`src/hdl/camera_packet_deframer_core_defines.svh`:
```
// Assertion macros shared by the camera packet deframer RTL.
// No dependencies; included by the modules that carry concurrent assertions.
`ifndef CAMERA_PACKET_DEFRAMER_CORE_DEFINES_SVH
`define CAMERA_PACKET_DEFRAMER_CORE_DEFINES_SVH

// Same-cycle implication, disabled while reset is high.
`define CPD_ASSERT_NOW(label, clk, rst, ante, cons) \
  label: assert property (@(posedge clk) disable iff (rst) (ante) |-> (cons)) \
    else $error("camera packet deframer: same-cycle check failed");

// Next-cycle implication, disabled while reset is high.
`define CPD_ASSERT_NEXT(label, clk, rst, ante, cons) \
  label: assert property (@(posedge clk) disable iff (rst) (ante) |=> (cons)) \
    else $error("camera packet deframer: next-cycle check failed");

`endif

```
`src/hdl/cpd_pkg.sv`:
```
// Shared types and constants of the camera packet deframer.
// No dependencies; used by every module of the block by scoped names.
package cpd_pkg;

  // Largest packet the deframer buffers; bigger sizes are clamped to it.
  localparam int unsigned MAX_PACKET = 1024;

  // Transport and camera header constants.
  localparam logic [15:0] MAGIC_WORD  = 16'hBBAA;
  localparam logic [7:0]  CHAN_A      = 8'd7;
  localparam logic [7:0]  CHAN_B      = 8'd11;
  localparam logic [16:0] XPORT_LEN   = 17'd5;
  localparam logic [15:0] CAM_LEN     = 16'd7;
  localparam logic [10:0] MIN_CAM_PKT = 11'd12;

  // Configuration register map.
  localparam int unsigned PADDR_W = 3;
  localparam logic        REG_FRAME_SOURCE = 1'b0;

  // Request codes.
  localparam logic REQ_PACKET = 1'b0;
  localparam logic REQ_FLUSH  = 1'b1;

  // Result status codes.
  typedef enum logic [3:0] {
    ST_APPENDED  = 4'd0,
    ST_SHORT     = 4'd1,
    ST_MAGIC     = 4'd2,
    ST_CHANNEL   = 4'd3,
    ST_TRUNCATED = 4'd4,
    ST_NO_CAMHDR = 4'd5,
    ST_LENGTH    = 4'd6,
    ST_BAD_START = 4'd7,
    ST_MISMATCH  = 4'd8
  } status_t;

  // One packet descriptor or flush request.
  typedef struct packed {
    logic        req_type;
    logic [10:0] packet_size;
    logic [15:0] magic;
    logic [7:0]  channel_id;
    logic [15:0] payload_length;
    logic [7:0]  frame_tag;
    logic [7:0]  camera_number;
    logic [7:0]  flag_bits;
  } in_item_t;

  // One result.
  typedef struct packed {
    status_t     status;
    logic        frame_done;
    logic [31:0] done_frame_number;
    logic [15:0] done_source;
    logic        button_event;
    logic [9:0]  append_count;
  } out_item_t;

endpackage

```
`src/hdl/cpd_apb_regs.sv`:
```
// APB-style configuration port of the camera packet deframer.
// Depends on cpd_pkg for the register map.
module cpd_apb_regs (
  input  logic                        clk,
  input  logic                        rst,
  input  logic                        psel,
  input  logic                        penable,
  input  logic                        pwrite,
  input  logic [cpd_pkg::PADDR_W-1:0] paddr,
  input  logic [31:0]                 pwdata,
  output logic [31:0]                 prdata,
  output logic                        pready,
  output logic [15:0]                 frame_source
);

  logic wr_en;

  // The port never inserts wait states.
  assign pready = 1'b1;
  assign wr_en  = psel && penable && pwrite && (paddr[2] == cpd_pkg::REG_FRAME_SOURCE);

  // Source identifier register.
  always_ff @(posedge clk) begin
    if (rst) begin
      frame_source <= '0;
    end else if (wr_en) begin
      frame_source <= pwdata[15:0];
    end
  end

  // Read back; unmapped addresses read as zero.
  always_comb begin
    prdata = '0;
    if (paddr[2] == cpd_pkg::REG_FRAME_SOURCE) begin
      prdata = {16'd0, frame_source};
    end
  end

endmodule

```
`src/hdl/cpd_frame_ctrl.sv`:
```
// Header checks and frame state of the camera packet deframer.
// Depends on cpd_pkg and on the assertion macros header.
`include "camera_packet_deframer_core_defines.svh"

module cpd_frame_ctrl (
  input  logic               clk,
  input  logic               rst,
  input  logic               advance,
  input  cpd_pkg::in_item_t  item,
  input  logic [15:0]        frame_source,
  output cpd_pkg::out_item_t result
);

  // Frame state.
  logic        frame_open;
  logic        frame_open_next;
  logic [31:0] frame_counter;
  logic [31:0] frame_counter_next;
  logic [7:0]  held_tag;
  logic [7:0]  held_tag_next;
  logic [7:0]  held_camera;
  logic [7:0]  held_camera_next;
  logic [6:0]  held_flags;
  logic [6:0]  held_flags_next;

  // Decode helpers.
  logic [10:0] size_c;
  logic [6:0]  flags;
  logic [15:0] body_len;
  logic        closing;
  logic        open_eff;
  logic        bad_hdr;

  // Oversized packets count as the largest buffer the block holds.
  always_comb begin
    if ({6'd0, item.packet_size} > 17'(cpd_pkg::MAX_PACKET)) begin
      size_c = 11'(cpd_pkg::MAX_PACKET);
    end else begin
      size_c = item.packet_size;
    end
  end

  assign flags    = {item.flag_bits[7:2], item.flag_bits[0]};
  assign body_len = item.payload_length - cpd_pkg::CAM_LEN;
  assign closing  = frame_open && (held_tag != item.frame_tag);
  assign open_eff = frame_open && !closing;
  assign bad_hdr  = !((item.camera_number < 8'd2) && (flags == 7'd0));

  // Priority checks, frame close and header capture for one transaction.
  always_comb begin
    result             = '0;
    result.status      = cpd_pkg::ST_APPENDED;
    frame_open_next    = frame_open;
    frame_counter_next = frame_counter;
    held_tag_next      = held_tag;
    held_camera_next   = held_camera;
    held_flags_next    = held_flags;
    if (item.req_type == cpd_pkg::REQ_FLUSH) begin
      if (frame_open) begin
        result.frame_done        = 1'b1;
        result.done_frame_number = frame_counter;
        result.done_source       = frame_source;
        frame_counter_next       = frame_counter + 32'd1;
        frame_open_next          = 1'b0;
      end
    end else if ({6'd0, size_c} < cpd_pkg::XPORT_LEN) begin
      result.status = cpd_pkg::ST_SHORT;
    end else if (item.magic != cpd_pkg::MAGIC_WORD) begin
      result.status = cpd_pkg::ST_MAGIC;
    end else if ((item.channel_id != cpd_pkg::CHAN_A) &&
                 (item.channel_id != cpd_pkg::CHAN_B)) begin
      result.status = cpd_pkg::ST_CHANNEL;
    end else if (({1'b0, item.payload_length} + cpd_pkg::XPORT_LEN) > {6'd0, size_c}) begin
      result.status = cpd_pkg::ST_TRUNCATED;
    end else if (size_c < cpd_pkg::MIN_CAM_PKT) begin
      result.status = cpd_pkg::ST_NO_CAMHDR;
    end else if (item.payload_length < cpd_pkg::CAM_LEN) begin
      result.status = cpd_pkg::ST_LENGTH;
    end else begin
      // A new frame tag closes the open frame first.
      if (closing) begin
        result.frame_done        = 1'b1;
        result.done_frame_number = frame_counter;
        result.done_source       = frame_source;
        frame_counter_next       = frame_counter + 32'd1;
        frame_open_next          = 1'b0;
      end
      if (!open_eff) begin
        held_tag_next    = item.frame_tag;
        held_camera_next = item.camera_number;
        held_flags_next  = flags;
        if (bad_hdr) begin
          result.status = cpd_pkg::ST_BAD_START;
        end
      end else if ((held_camera != item.camera_number) || (held_flags != flags)) begin
        result.status = cpd_pkg::ST_MISMATCH;
      end
      if (result.status == cpd_pkg::ST_APPENDED) begin
        result.button_event = item.flag_bits[1];
        result.append_count = body_len[9:0];
        if (body_len != 16'd0) begin
          frame_open_next = 1'b1;
        end
      end
    end
  end

  // State registers move only when the transaction leaves for the result register.
  always_ff @(posedge clk) begin
    if (rst) begin
      frame_open    <= 1'b0;
      frame_counter <= '0;
      held_tag      <= '0;
      held_camera   <= '0;
      held_flags    <= '0;
    end else if (advance) begin
      frame_open    <= frame_open_next;
      frame_counter <= frame_counter_next;
      held_tag      <= held_tag_next;
      held_camera   <= held_camera_next;
      held_flags    <= held_flags_next;
    end
  end

  // A closed frame always bumps the frame number by one.
  `CPD_ASSERT_NEXT(a_counter_step, clk, rst, advance && result.frame_done, frame_counter == $past(frame_counter) + 32'd1)
  // Closing a frame leaves no open frame to mismatch against.
  `CPD_ASSERT_NOW(a_close_no_mismatch, clk, rst, result.frame_done, result.status != cpd_pkg::ST_MISMATCH)
  // Appended bytes and button events only come with an accepted packet.
  `CPD_ASSERT_NOW(a_append_ok, clk, rst, (result.append_count != 10'd0) || result.button_event, result.status == cpd_pkg::ST_APPENDED)

endmodule

```
`src/hdl/camera_packet_deframer_core.sv`:
```
// An accepted transaction waits in the input register; its result is loaded into the result
// register only while that register is empty or not stalled.
// Throughput: one transaction per cycle while the result channel is not stalled; the frame
// state is read and updated by the single decision stage between the input and result registers.
// Reset (synchronous, active high) empties both registers, closes the frame
// without a result, clears the frame number, held header and source identifier.
`include "camera_packet_deframer_core_defines.svh"

module camera_packet_deframer_core (
  input  logic                        clk,
  input  logic                        rst,
  // Input channel.
  input  logic                        in_valid,
  output logic                        in_stall,
  input  cpd_pkg::in_item_t           in_data,
  // Result channel.
  output logic                        out_valid,
  input  logic                        out_stall,
  output cpd_pkg::out_item_t          out_data,
  // Configuration port.
  input  logic                        psel,
  input  logic                        penable,
  input  logic                        pwrite,
  input  logic [cpd_pkg::PADDR_W-1:0] paddr,
  input  logic [31:0]                 pwdata,
  output logic [31:0]                 prdata,
  output logic                        pready
);

  logic               in_full;
  cpd_pkg::in_item_t  in_item;
  logic               advance;
  logic               accept;
  logic [15:0]        frame_source;
  cpd_pkg::out_item_t result;

  // Configuration registers.
  cpd_apb_regs u_regs (
    .clk          (clk),
    .rst          (rst),
    .psel         (psel),
    .penable      (penable),
    .pwrite       (pwrite),
    .paddr        (paddr),
    .pwdata       (pwdata),
    .prdata       (prdata),
    .pready       (pready),
    .frame_source (frame_source)
  );

  // Decision logic and frame state.
  cpd_frame_ctrl u_ctrl (
    .clk          (clk),
    .rst          (rst),
    .advance      (advance),
    .item         (in_item),
    .frame_source (frame_source),
    .result       (result)
  );

  // Pipeline handshake: the input register drains whenever the result register can load.
  assign advance  = in_full && (!out_valid || !out_stall);
  assign in_stall = in_full && !advance;
  assign accept   = in_valid && !in_stall;

  // Input register.
  always_ff @(posedge clk) begin
    if (rst) begin
      in_full <= 1'b0;
    end else if (accept) begin
      in_full <= 1'b1;
    end else if (advance) begin
      in_full <= 1'b0;
    end
  end

  always_ff @(posedge clk) begin
    if (accept) begin
      in_item <= in_data;
    end
  end

  // Result register.
  always_ff @(posedge clk) begin
    if (rst) begin
      out_valid <= 1'b0;
    end else if (advance) begin
      out_valid <= 1'b1;
    end else if (!out_stall) begin
      out_valid <= 1'b0;
    end
  end

  always_ff @(posedge clk) begin
    if (advance) begin
      out_data <= result;
    end
  end

  // A held transaction is kept intact until the result register frees up.
  `CPD_ASSERT_NEXT(a_hold_pending, clk, rst, in_full && !advance, in_full && $stable(in_item))
  // A stalled result stays on the port unchanged.
  `CPD_ASSERT_NEXT(a_out_hold, clk, rst, out_valid && out_stall, out_valid && $stable(out_data))
  // The input is only stalled when both registers are occupied.
  `CPD_ASSERT_NOW(a_stall_when_full, clk, rst, in_stall, in_full && out_valid)

endmodule

```
`config.mk`:
```
export PLATFORM = sky130hd
export DESIGN_NAME = camera_packet_deframer_core
export DESIGN_NICKNAME = d
export VERILOG_FILES = /design/src/hdl/cpd_pkg.sv /design/src/hdl/cpd_apb_regs.sv /design/src/hdl/cpd_frame_ctrl.sv /design/src/hdl/camera_packet_deframer_core.sv
export VERILOG_INCLUDE_DIRS = /design/src /design/src/hdl
export SDC_FILE = /design/constraint.sdc
export NUM_CORES = 1
export LEC_CHECK = 0
export CAP_MARGIN = 40
export CORE_ASPECT_RATIO = 0.7
export CORE_MARGIN = 4
export CORE_UTILIZATION = 50
export DETAILED_ROUTE_END_ITERATION = 8
export DONT_BUFFER_PORTS = 1
export SYNTH_ARGS = -nofsm -noshare
export SYNTH_HDL_FRONTEND = slang
export SYNTH_HIERARCHICAL = 1
export SYNTH_SLANG_ARGS = --single-unit
```
`constraint.sdc`:
```
create_clock -name clk -period 8.5 [get_ports clk]
set_input_delay 0.425 -clock clk [delete_from_list [all_inputs] [get_ports clk]]
set_output_delay 0.425 -clock clk [all_outputs]
set_load 0.01 [all_outputs]
```
==> results.json <==
{
  "worst_r2r_path_depth": 13,
  "nets": 1078,
  "clockRootBuffer": "clkbuf_16",
  "wl_per_cell_um": 19.0,
  "ys_ff_latch": 214,
  "yosys_warnings": 6,
  "slowest_delay_ns": 0.79,
  "hpwl_um": 15000,
  "async_reset_ff_share_pct": 0,
  "dieArea_sq_um": 22700,
  "place_inst": 1113,
  "slew_violations": 0,
  "die_x_um": 178,
  "ys_seq_area_share_pct": 56.1,
  "hold_viol_final": 0,
  "syn_area_sq_um": 10100,
  "rsz0062_at_grt": "false",
  "ios": 217,
  "dr.pass1.iters": 5,
  "clkSinkCount": 214,
  "synth_cell_types": 74,
  "p_seq_share_pct": 53.1,
  "htree_num_levels": 1,
  "clkPwrFrac_pct": 41.2,
  "nFillCells": 1580,
  "fin_crit_sh_pct": 51.6,
  "timing.fmax_mhz": 228,
  "grt_usage_pct": 19.7,
  "status": "finished clean",
  "path_max_fanout": 15,
  "cp_slowest_cell": "or4_1",
  "worstSetupPathType": "reg2reg",
  "p_switching_w": 0.000490,
  "grt.overflow.total": 0,
  "grt_pass1_vias": 6894,
  "timing.hold.worst.class": "in2reg",
  "grt_max_degree": 104,
  "cts.clk_slew.worst_paths_ns": 0.06,
  "critPathTopFamily": "compound AO/OA/AOI/OAI gates",
  "area_growth_syn_to_layout_pct": 15.9,
  "cts_tree": "done",
  "cp.depth": 13,
  "synth_edf_count": 140,
  "drv_cap": 0,
  "gp_congestion": 0.837,
  "syn_area_per_cell_sq_um": 11.4,
  "synth_top_area_share_pct": 41.5,
  "start_kind": "flop",
  "grt_pass1_wl_um": 36400,
  "core_sq_um": 19900,
  "hold_depth": 2,
  "wl_um": 23400,
  "irDropWorstVdd_uv": 152,
  "clock_tree.buffer_depth": 3,
  "cp.buffers_inverters": 1,
  "cp.required_ns": 8.88,
  "power.density_nw_per_um2": 190,
  "drive_above_1_share_pct": 8.32,
  "setup_viol": 0,
  "end_kind": "flop",
  "leakagePower_nw": 4.11,
  "setup_tns_ns": 0,
  "syn_inst": 887,
  "synth_top_flop_cell": "edfxtp_1",
  "holdWs_ns": 0.0784,
  "drc": 0,
  "crit_top_cell": "ha_1",
  "switching_share_pct": 21.9,
  "yosysTopAreaCell": "edfxtp_1",
  "via_per_inst": 5.67,
  "cts_inserted_buffers": 22,
  "synthTopCellsByArea": "edfxtp_1 (41%), dfxtp_1 (15%), nand2b_1 (4.8%)",
  "die_height_um": 127,
  "worstPathCellList": "ha_1 > o2111ai_4 > nor2_1 > xor2_1 > ha_1 > a211oi_1 > o21ai_0 > a221oi_1 > o22ai_1 > buf_4 > or4_1 > a21oi_1 > mux2_2",
  "antenna_found_initial": 0,
  "combPwrFrac_pct": 5.7,
  "port_buffers": 0,
  "vias": 6990,
  "worst_pin_slew_ns": 0.929,
  "p_int_w": 0.00175,
  "final_cell_count_no_fill": 1232,
  "initial_core_util_pct": 51.1,
  "diodes": 0,
  "insertion_delay_ns": 0.50,
  "clock_skew_ns": 0.0122,
  "postRouteAntennaNets": 0,
  "drtIter0Drc": 424,
  "worst_ep_arrival_time_ns": 4.77,
  "slew_headroom_pct": 38.1,
  "min_period_ns": 4.38,
  "cts_resized": 0,
  "core.rowCount": 43
}
[power by group through the flow]
stage,Sequential [W],Clock [W],Combinational (W)
floorplan,0.00120,0,0.0000914
global placement,0.00121,0,0.0000865
detailed placement,0.00121,0,0.0000925
CTS,0.00119,0.000947,0.000118
global route,0.00119,0.000994,0.000140
finish,0.00119,0.000922,0.000127
[logic make-up after synthesis]
| logic type | after synthesis | share of synthesized area, % |
|---|---|---|
| buffers and inverters | 84 | 4.39 |
| adder cells (fa/ha/maj) | 14 | 1.73 |
| multiplexers | 50 | 5.07 |
| flip-flops | 214 | 56.1 |
| AND/OR/NAND/NOR | 377 | 22.1 |
| AO/OA/AOI/OAI | 105 | 7.05 |
| other | 2 | 0.0741 |
| XOR/XNOR | 41 | 3.54 |
[flip-flops by register name (all words and copies together), names as in the netlist]
register	count
u_ctrl/held_flags	7
u_ctrl/held_tag	8
u_regs/frame_source	16
u_ctrl/frame_counter	32
out_valid	1
out_data	64
in_item	76
u_ctrl/held_camera	8
u_ctrl/frame_open	1
in_full	1
[Yosys cell counts (12+ instances only)]
cell      instances
nand3_1          23
o21ai_0          14
nor3_1           12
clkbuf_1         31
inv_1            14
mux2i_1          39
edfxtp_1        140
and3_1           57
ha_1             14
a21oi_1          37
buf_4            23
nand2b_1         78
nor2b_1          20
nor2_1           48
dfxtp_1          74
xnor2_1          17
xor2_1           24
nand2_1          39
nor4_1           30
[timing repair]
item / 4_1_cts / 5_1_grt
setup buffers: 0 / 0
hold endpoints to repair: 80 / 18
hold buffers: 59 / 18
[per-stage QoR]
stage / utilization, % / instance area [sq um] / worst slack, ns / power, W
CTS: 58.1 / 11500 / 4.08 / 0.00225
floorplan: - / 10200 / 0.779 / 0.00129
detailed placement: 51.7 / 10300 / 4.11 / 0.00130
global route: 59.2 / 11800 / 3.88 / 0.00233
finish: 59.2 / 11800 / 4.12 / 0.00224
global placement: 51.5 / 10200 / 4.20 / 0.00130
[cells in the final DEF (no fill, tap or decap), drive strengths merged, types with 6 or more instances in the layout]
cell	count
xnor2	17
dfxtp	74
nor4	33
and2b	6
edfxtp	140
inv	14
conb	17
o31ai	8
or4	11
nor3	12
a21oi	39
or3	9
nor2b	20
clkinv	8
mux2i	39
nand2	39
o21bai	6
ha	14
nand2b	78
mux2	11
xor2	24
or3b	7
nand3	25
dlygate4sd3	77
clkbuf	31
o21ai	14
nor2	48
nand4	10
and3	57
buf	12
[layer usage]
metal  track usage, %  vias to the layer above  part of all wire, %  routed length [um]
met5                0                        -                    0                   0
met2             31.0                      236                   45               10600
met1             28.5                     3398                   46               10900
met4             4.06                        0                  1.2                 275
li1                 -                     3329                    -                   -
met3             4.44                       27                  7.2                1680
[worst register-to-register path, delay by kind of cell, from the launching register on]
| kind | cells | cell delay (ns) |
|---|---|---|
| buffers and inverters | 1 | 0.21 |
| AND/OR/NAND/NOR | 2 | 0.89 |
| XOR/XNOR | 1 | 0.15 |
| multiplexers | 1 | 0.36 |
| adder cells (fa/ha/maj) | 2 | 0.69 |
| flip-flops | 1 | 0.55 |
| AO/OA/AOI/OAI | 6 | 1.41 |
[cell type report]
class                           instances  area (sq um)  area share [%]
Sequential cell                       214          5690            48.4
Multi-Input combinational cell        604          4080            34.7
Timing Repair Buffer                   89           908            7.73
Clock buffer                           31           616            5.24
Tap cell                              270           338            2.87
Clock inverter                          9          68.8           0.585
Inverter                               15          56.3           0.479
[worst paths after layout]
path | from | end | slack (ns)
worst min-delay path | pwdata[9] | u_regs/frame_source[9] | 0.08
worst max register to register | in_item[24] | u_ctrl/frame_counter[23] | 4.12
worst min register to register | u_ctrl/held_camera[0] | u_ctrl/held_camera[0] | 0.49
worst max-delay path | in_item[24] | u_ctrl/frame_counter[23] | 4.12
No activity file was read; power rests on OpenSTA's default activity.
